==> src/rtl/acpb_pkg.sv <==
// ----------------------------------------------------------------------------
// Antialiased corner pixel blend package
// Item types, root chain record and sizing constants of the corner blend.
// ----------------------------------------------------------------------------
package acpb_pkg;

    localparam logic [7:0] MAX_RADIUS = 8'd127;

    localparam int RAD_N_W = 24;
    localparam int ROOT_W  = RAD_N_W / 2;
    localparam int REM_W   = ROOT_W + 2;
    localparam int CELLS   = ROOT_W;

    typedef struct packed {
        logic        operation;
        logic [6:0]  corner_dx;
        logic [6:0]  corner_dy;
        logic [6:0]  radius;
        logic [7:0]  alpha;
        logic [15:0] source_color;
        logic [15:0] dest_color;
    } t_in_item;

    typedef struct packed {
        logic [15:0] blended_color;
        logic [7:0]  coverage;
        logic        write_pixel;
    } t_out_item;

    typedef struct packed {
        logic [REM_W-1:0]   rem;
        logic [ROOT_W-1:0]  root;
        logic [RAD_N_W-1:0] rad;
        t_in_item           pix;
    } t_cell;

endpackage

==> src/rtl/acpb_root_cell.sv <==
// ----------------------------------------------------------------------------
// Square root cell
// One restoring step of the floor square root: takes two radicand bits and
// decides one root bit, then hands the record to the next cell.
// ----------------------------------------------------------------------------
module acpb_root_cell (
    input  logic           i_clk,
    input  logic           i_rst_n,
    input  logic           i_adv,
    input  logic           i_valid,
    input  acpb_pkg::t_cell i_data,
    output logic           o_valid,
    output acpb_pkg::t_cell o_data
);

    logic                           r_valid;
    acpb_pkg::t_cell                r_data;
    acpb_pkg::t_cell                n_data;
    logic [acpb_pkg::REM_W-1:0]     rem_s;
    logic [acpb_pkg::REM_W-1:0]     trial;

    always_comb begin
        rem_s  = {i_data.rem[acpb_pkg::REM_W-3:0], i_data.rad[acpb_pkg::RAD_N_W-1 -: 2]};
        trial  = {i_data.root, 2'b01};
        n_data = i_data;
        n_data.rad = {i_data.rad[acpb_pkg::RAD_N_W-3:0], 2'b00};
        if (rem_s >= trial) begin
            n_data.rem  = rem_s - trial;
            n_data.root = {i_data.root[acpb_pkg::ROOT_W-2:0], 1'b1};
        end else begin
            n_data.rem  = rem_s;
            n_data.root = {i_data.root[acpb_pkg::ROOT_W-2:0], 1'b0};
        end
    end

    always_ff @(posedge i_clk) begin
        if (!i_rst_n) begin
            r_valid <= 1'b0;
        end else if (i_adv) begin
            r_valid <= i_valid;
        end
    end

    always_ff @(posedge i_clk) begin
        if (i_adv) begin
            r_data <= n_data;
        end
    end

    assign o_valid = r_valid;
    assign o_data  = r_data;

endmodule

==> src/rtl/acpb_blend.sv <==
// ----------------------------------------------------------------------------
// Coverage and blend stages
// Turns the distance into fill or outline coverage, scales the shape alpha
// and blends the RGB565 channels into the output register.
// ----------------------------------------------------------------------------
module acpb_blend (
    input  logic                i_clk,
    input  logic                i_rst_n,
    input  logic                i_adv,
    input  logic                i_valid,
    input  acpb_pkg::t_cell     i_data,
    output logic                o_valid,
    output acpb_pkg::t_out_item o_item
);

    function automatic logic [7:0] fill_cov(input logic signed [12:0] c);
        logic [11:0] prod;
        prod = {c[3:0], 8'h00} - {8'h00, c[3:0]};
        if (c <= 13'sd0) begin
            fill_cov = 8'd0;
        end else if (c >= 13'sd16) begin
            fill_cov = 8'd255;
        end else begin
            fill_cov = prod[11:4];
        end
    endfunction

    function automatic logic [5:0] div255(input logic [13:0] t);
        logic [14:0] s;
        s = {1'b0, t} + {9'b0, t[13:8]} + 15'd1;
        div255 = s[13:8];
    endfunction

    // Coverage stage.
    logic               r_c_valid;
    logic [7:0]         r_c_cov;
    logic [7:0]         r_c_alpha;
    logic [15:0]        r_c_src;
    logic [15:0]        r_c_dst;
    logic [11:0]        base;
    logic signed [12:0] c_out;
    logic signed [12:0] c_in;
    logic [7:0]         n_c_cov;

    always_comb begin
        base  = {1'b0, i_data.pix.radius, 4'b0000} + 12'd8;
        c_out = $signed({1'b0, base}) - $signed({1'b0, i_data.root});
        c_in  = c_out - 13'sd16;
        if (i_data.pix.operation) begin
            n_c_cov = fill_cov(c_out) - fill_cov(c_in);
        end else begin
            n_c_cov = fill_cov(c_out);
        end
    end

    // Pixel alpha stage: floor(x/255) is exact as ((x+1)*257)>>16 below 65535.
    logic        r_p_valid;
    logic [7:0]  r_p_cov;
    logic [7:0]  r_p_alpha;
    logic [15:0] r_p_src;
    logic [15:0] r_p_dst;
    logic [15:0] cov_alpha;
    logic [16:0] x1;
    logic [24:0] y;

    always_comb begin
        cov_alpha = r_c_cov * r_c_alpha;
        x1 = {1'b0, cov_alpha} + 17'd1;
        y  = {x1, 8'h00} + {8'h00, x1};
    end

    // Blend stage and output register.
    logic                r_o_valid;
    acpb_pkg::t_out_item r_o_item;
    acpb_pkg::t_out_item n_o_item;
    logic [7:0]          ia;
    logic [13:0]         t_r;
    logic [13:0]         t_g;
    logic [13:0]         t_b;
    logic [5:0]          q_r;
    logic [5:0]          q_g;
    logic [5:0]          q_b;

    always_comb begin
        ia  = 8'hFF - r_p_alpha;
        t_r = 14'(r_p_src[15:11] * r_p_alpha) + 14'(r_p_dst[15:11] * ia);
        t_g = 14'(r_p_src[10:5] * r_p_alpha) + 14'(r_p_dst[10:5] * ia);
        t_b = 14'(r_p_src[4:0] * r_p_alpha) + 14'(r_p_dst[4:0] * ia);
        q_r = div255(t_r);
        q_g = div255(t_g);
        q_b = div255(t_b);
        n_o_item.coverage    = r_p_cov;
        n_o_item.write_pixel = (r_p_cov != 8'd0);
        if (r_p_cov == 8'd0 || r_p_alpha == 8'd0) begin
            n_o_item.blended_color = r_p_dst;
        end else if (r_p_alpha == 8'hFF) begin
            n_o_item.blended_color = r_p_src;
        end else begin
            n_o_item.blended_color = {q_r[4:0], q_g, q_b[4:0]};
        end
    end

    always_ff @(posedge i_clk) begin
        if (!i_rst_n) begin
            r_c_valid <= 1'b0;
            r_p_valid <= 1'b0;
            r_o_valid <= 1'b0;
        end else if (i_adv) begin
            r_c_valid <= i_valid;
            r_p_valid <= r_c_valid;
            r_o_valid <= r_p_valid;
        end
    end

    always_ff @(posedge i_clk) begin
        if (i_adv) begin
            r_c_cov   <= n_c_cov;
            r_c_alpha <= i_data.pix.alpha;
            r_c_src   <= i_data.pix.source_color;
            r_c_dst   <= i_data.pix.dest_color;
            r_p_cov   <= r_c_cov;
            r_p_alpha <= y[23:16];
            r_p_src   <= r_c_src;
            r_p_dst   <= r_c_dst;
            r_o_item  <= n_o_item;
        end
    end

    assign o_valid = r_o_valid;
    assign o_item  = r_o_item;

endmodule

==> src/rtl/antialiased_corner_pixel_blend.sv <==
// ----------------------------------------------------------------------------
// Antialiased corner pixel blend
// Coverage of one rounded corner pixel from a chain of square root cells,
// followed by alpha scaling and an RGB565 blend.
//
//   Channel | Direction | Signals                                  | Accepted when
//   in      | input     | i_in_valid, o_in_ready, i_in_item        | valid && ready
//   out     | output    | o_out_valid, i_out_ready, o_out_item     | valid && ready
//
// One item enters per cycle while the output is not stalled.
// Each item passes the input register, twelve root cells and three blend stages.
// Reset is synchronous and empties every stage at once.
// A stalled output holds the whole chain, so o_in_ready is i_out_ready while the output is valid and high otherwise.
// ----------------------------------------------------------------------------
module antialiased_corner_pixel_blend (
    input  logic                i_clk,
    input  logic                i_rst_n,
    input  logic                i_in_valid,
    output logic                o_in_ready,
    input  acpb_pkg::t_in_item  i_in_item,
    output logic                o_out_valid,
    input  logic                i_out_ready,
    output acpb_pkg::t_out_item o_out_item
);

    logic                      adv;
    logic                      r_s0_valid;
    acpb_pkg::t_cell           r_s0_data;
    acpb_pkg::t_cell           n_s0_data;
    logic [13:0]               sq_x;
    logic [13:0]               sq_y;
    logic [14:0]               sq_sum;
    logic [acpb_pkg::CELLS:0]  w_valid;
    acpb_pkg::t_cell           w_data [acpb_pkg::CELLS+1];

    assign adv        = !o_out_valid || i_out_ready;
    assign o_in_ready = adv;

    always_comb begin
        sq_x   = i_in_item.corner_dx * i_in_item.corner_dx;
        sq_y   = i_in_item.corner_dy * i_in_item.corner_dy;
        sq_sum = {1'b0, sq_x} + {1'b0, sq_y};
        n_s0_data      = '0;
        n_s0_data.pix  = i_in_item;
        n_s0_data.rad  = {1'b0, sq_sum, 8'h00};
        if ({1'b0, i_in_item.radius} > acpb_pkg::MAX_RADIUS) begin
            n_s0_data.pix.radius = acpb_pkg::MAX_RADIUS[6:0];
        end
    end

    always_ff @(posedge i_clk) begin
        if (!i_rst_n) begin
            r_s0_valid <= 1'b0;
        end else if (adv) begin
            r_s0_valid <= i_in_valid;
        end
    end

    always_ff @(posedge i_clk) begin
        if (adv) begin
            r_s0_data <= n_s0_data;
        end
    end

    assign w_valid[0] = r_s0_valid;
    assign w_data[0]  = r_s0_data;

    for (genvar g = 0; g < acpb_pkg::CELLS; g++) begin : g_cell
        acpb_root_cell u_cell (
            .i_clk   (i_clk),
            .i_rst_n (i_rst_n),
            .i_adv   (adv),
            .i_valid (w_valid[g]),
            .i_data  (w_data[g]),
            .o_valid (w_valid[g+1]),
            .o_data  (w_data[g+1])
        );
    end

    acpb_blend u_blend (
        .i_clk   (i_clk),
        .i_rst_n (i_rst_n),
        .i_adv   (adv),
        .i_valid (w_valid[acpb_pkg::CELLS]),
        .i_data  (w_data[acpb_pkg::CELLS]),
        .o_valid (o_out_valid),
        .o_item  (o_out_item)
    );

endmodule

==> config.mk <==
export PLATFORM = sky130hd
export DESIGN_NAME = antialiased_corner_pixel_blend
export DESIGN_NICKNAME = d
export VERILOG_FILES = /design/src/rtl/acpb_pkg.sv /design/src/rtl/acpb_root_cell.sv /design/src/rtl/acpb_blend.sv /design/src/rtl/antialiased_corner_pixel_blend.sv
export SDC_FILE = /design/constraint.sdc
export NUM_CORES = 2
export LEC_CHECK = 0
export BUFFER_PORTS_ARGS = -buffer_cell sky130_fd_sc_hd__buf_2
export CORE_ASPECT_RATIO = 1.75
export CORE_MARGIN = 2
export CORE_UTILIZATION = 54
export DETAILED_ROUTE_END_ITERATION = 16
export PLACE_DENSITY = 0.67
export SLEW_MARGIN = 10
export SYNTH_ARGS = -nofsm -noshare
export SYNTH_HDL_FRONTEND = slang
export SYNTH_HIERARCHICAL = 1
export SYNTH_SLANG_ARGS = --single-unit
==> constraint.sdc <==
create_clock -name i_clk -period 178.3 [get_ports i_clk]
set_input_delay 53.49 -clock i_clk [delete_from_list [all_inputs] [get_ports i_clk]]
set_output_delay 53.49 -clock i_clk [all_outputs]
set_load 0.05 [all_outputs]
==> impl.org <==
** Outcome
- Outcome :: finished clean

** Worst setup path
- STA puts the critical path data arrival time at about 54 ns.
- Crit Path Category :: in2out
- Critical path capture point type :: output port
- Along the worst path, the maximum fanout reaches 14.
- Data required time at the worst endpoint :: around 120 ns
- Critical Path Source Type :: primary input

** GRT
- Final global-route overflow total :: 0
- Wire length of the first global-routing pass :: 182 mm
- Overall global routing resource usage :: 0.196
- Via count of the first global-routing pass :: 36826
- Entering global routing, the biggest net connects roughly 170 pins.
- Antenna violations before repair :: 4

** Run
- The tool flagged a number of max-cap violations equal to 0.

** STA
- Of the available clock period, the critical path in the final layout requires 0.604.
- Setup slack on the critical path of the routed design comes to approximately 70 ns.
- On the final layout, the worst clock skew is ~0.027 ns.
- Sum of negative setup slack :: 0 ns
- Max Clock Freq :: between 0.009 and 0.01 GHz
- Hold is met by a little over 0.4 ns.
- Fin crit period :: 107.77 ns
- Max-slew violation count :: 0
- Unrepaired setup endpoints after global routing :: no
- The hold violation total from the final report is 0.
- The worst pin sits at a relative slew slack of 0.281.
- At the pin with the least slew margin, the transition time is 1.07 ns.
- Final setup violation count :: 0

** Clock tree
- Buffers added to address setup during post-CTS repair amount to 0.
- After clock tree synthesis, the clock-pin slew on the worst setup and hold paths is 0.06 ns.
- In this run the deepest clock path goes through 3 buffers.
- The H-tree was split into 3 levels.
- The cell sitting at the root of the clock tree is a sky130_fd_sc_hd__clkbuf_16.
- For the worst-skew pair, the clock arrives at the later sink with an insertion delay of just over 0.7 ns.
- The number of clock buffers added by TritonCTS is between 100 and 150.
- Post-cts gate resize count :: 0
- Post-cts hold buffer count :: 0
- The clock drives 1184 sinks.
- TritonCTS built the clock tree.

** Drt
- First-pass DRT Iterations :: 5
- Number of DRC violations after detailed-routing iteration 0 :: 1781
- Wires add up to between 100 and 150 mm.
- After detailed routing, the number of vias per cell comes to roughly 5.4.
- Overall via count from detail_route :: between 30000 and 40000
- In this run the remaining antenna-violating nets after routing total 0.
- Dividing the detail-routed wire length by the instance count gives 17.5 um.
- DRC errors left :: 0

** Final layout
- Most frequent cells in the layout :: 1168 x sky130_fd_sc_hd__edfxtp_1, 567 x sky130_fd_sc_hd__inv_1, 402 x sky130_fd_sc_hd__ha_1, 323 x sky130_fd_sc_hd__nand2_1, 267 x sky130_fd_sc_hd__fa_1
- Of the cells placed in the final design, the portion with a size suffix greater than 1 is 0.0990.
- Synth-to-layout area growth :: 8.58%
- Once layout is complete, the utilization of the core stands at 0.589.
- Summing all flip-flop and latch instances after layout gives roughly 35000 sq um.
- # fillers :: 9194
- The final layout contains 5568 nets.
- Leaving out fill and tap cells, the most frequent cell in the layout is sky130_fd_sc_hd__edfxtp_1.
- Area occupied by multi-input gates :: 24400 sq um

** Die
- between 90 and 100 I/O pins were placed.
- The floorplan has between 150 and 200 rows.
- The region available for standard cell placement spans 115000 sq um.
- The floorplan step defined a die boundary enclosing between 100000 and 150000 sq um.
- The die is 455 um tall.
- The initial utilization of the core area, before any placement, comes to 0.543.
- The die is around 260 um wide.

** Place
- Routability-driven placement finished with a final weighted congestion of 0.916.
- The wire-length estimate of the detail-placed layout is between 80 and 90 mm.
- At the placement stage, the worst setup path has a slack of just over 70 ns.
- During placement, the flow inserted port buffers numbering 92.

** Synth
- Number of instances in the synthesized netlist :: 4683
- Yosys printed 6 warnings.
- Avg Inst Size Synth :: about 13 sq um
- Cell Area, Synth :: around 63000 sq um

** Min path
- Classification of the worst-slack hold path :: reg2reg
critical path: stages:
cell and delay (ns):
sky130_fd_sc_hd__buf_2 0.07, sky130_fd_sc_hd__nand2b_4 0.31, sky130_fd_sc_hd__buf_2 0.37
final cells by class:
class | instances | share of cell area
flip-flops and latches | 1184 | 0.520
multi-input cells | 2844 | 0.359
diodes | 2 | 0.0000736
clock inverters | 68 | 0.00925
repair buffers | 120 | 0.0100
inverters | 580 | 0.0333
well taps | 1503 | 0.0277
clock buffers | 125 | 0.0397
per-stage QoR:
| stage | std cells | area [sq um] |
|---|---|---|
| floorplan | 4741 | 62900 |
| global placement | 6231 | 64700 |
| detailed placement | 6231 | 64700 |
| CTS | 6424 | 68000 |
| global route | 6426 | 68000 |
| finish | 6426 | 68000 |
final timing paths:
path,start,to,slack [ns],depth (start not counted)
worst max register to register,u_blend/r_p_alpha[0],u_blend/o_item[24],170.18,27
worst min register to register,g_cell[10].u_cell/o_data[15],g_cell[11].u_cell/o_data[15],0.40,0
worst max-delay path,i_out_ready,o_in_ready,70.53,3
worst min-delay path,g_cell[10].u_cell/o_data[15],g_cell[11].u_cell/o_data[15],0.40,0
per-layer routing:
layer  global-route usage  part of all wire  vias up
met5                    0                 0        -
met3               0.0263             0.030      301
met4                0.110             0.058        0
met1                0.182              0.33    17189
li1                     -                 -    16861
met2                0.396              0.58      599
state kept, by name, indices dropped and copies added, names as in the netlist, 12 cells and up:
register               count
u_blend/o_item            25
u_blend/r_c_src           16
g_cell.u_cell/o_valid     12
u_blend/r_p_dst           16
u_blend/r_p_src           16
r_s0_data                 63
g_cell.u_cell/o_data     984
u_blend/r_c_dst           16
Power is not shown: default switching activity piles up to over one toggle a cycle in this logic, so the estimate is an artifact.
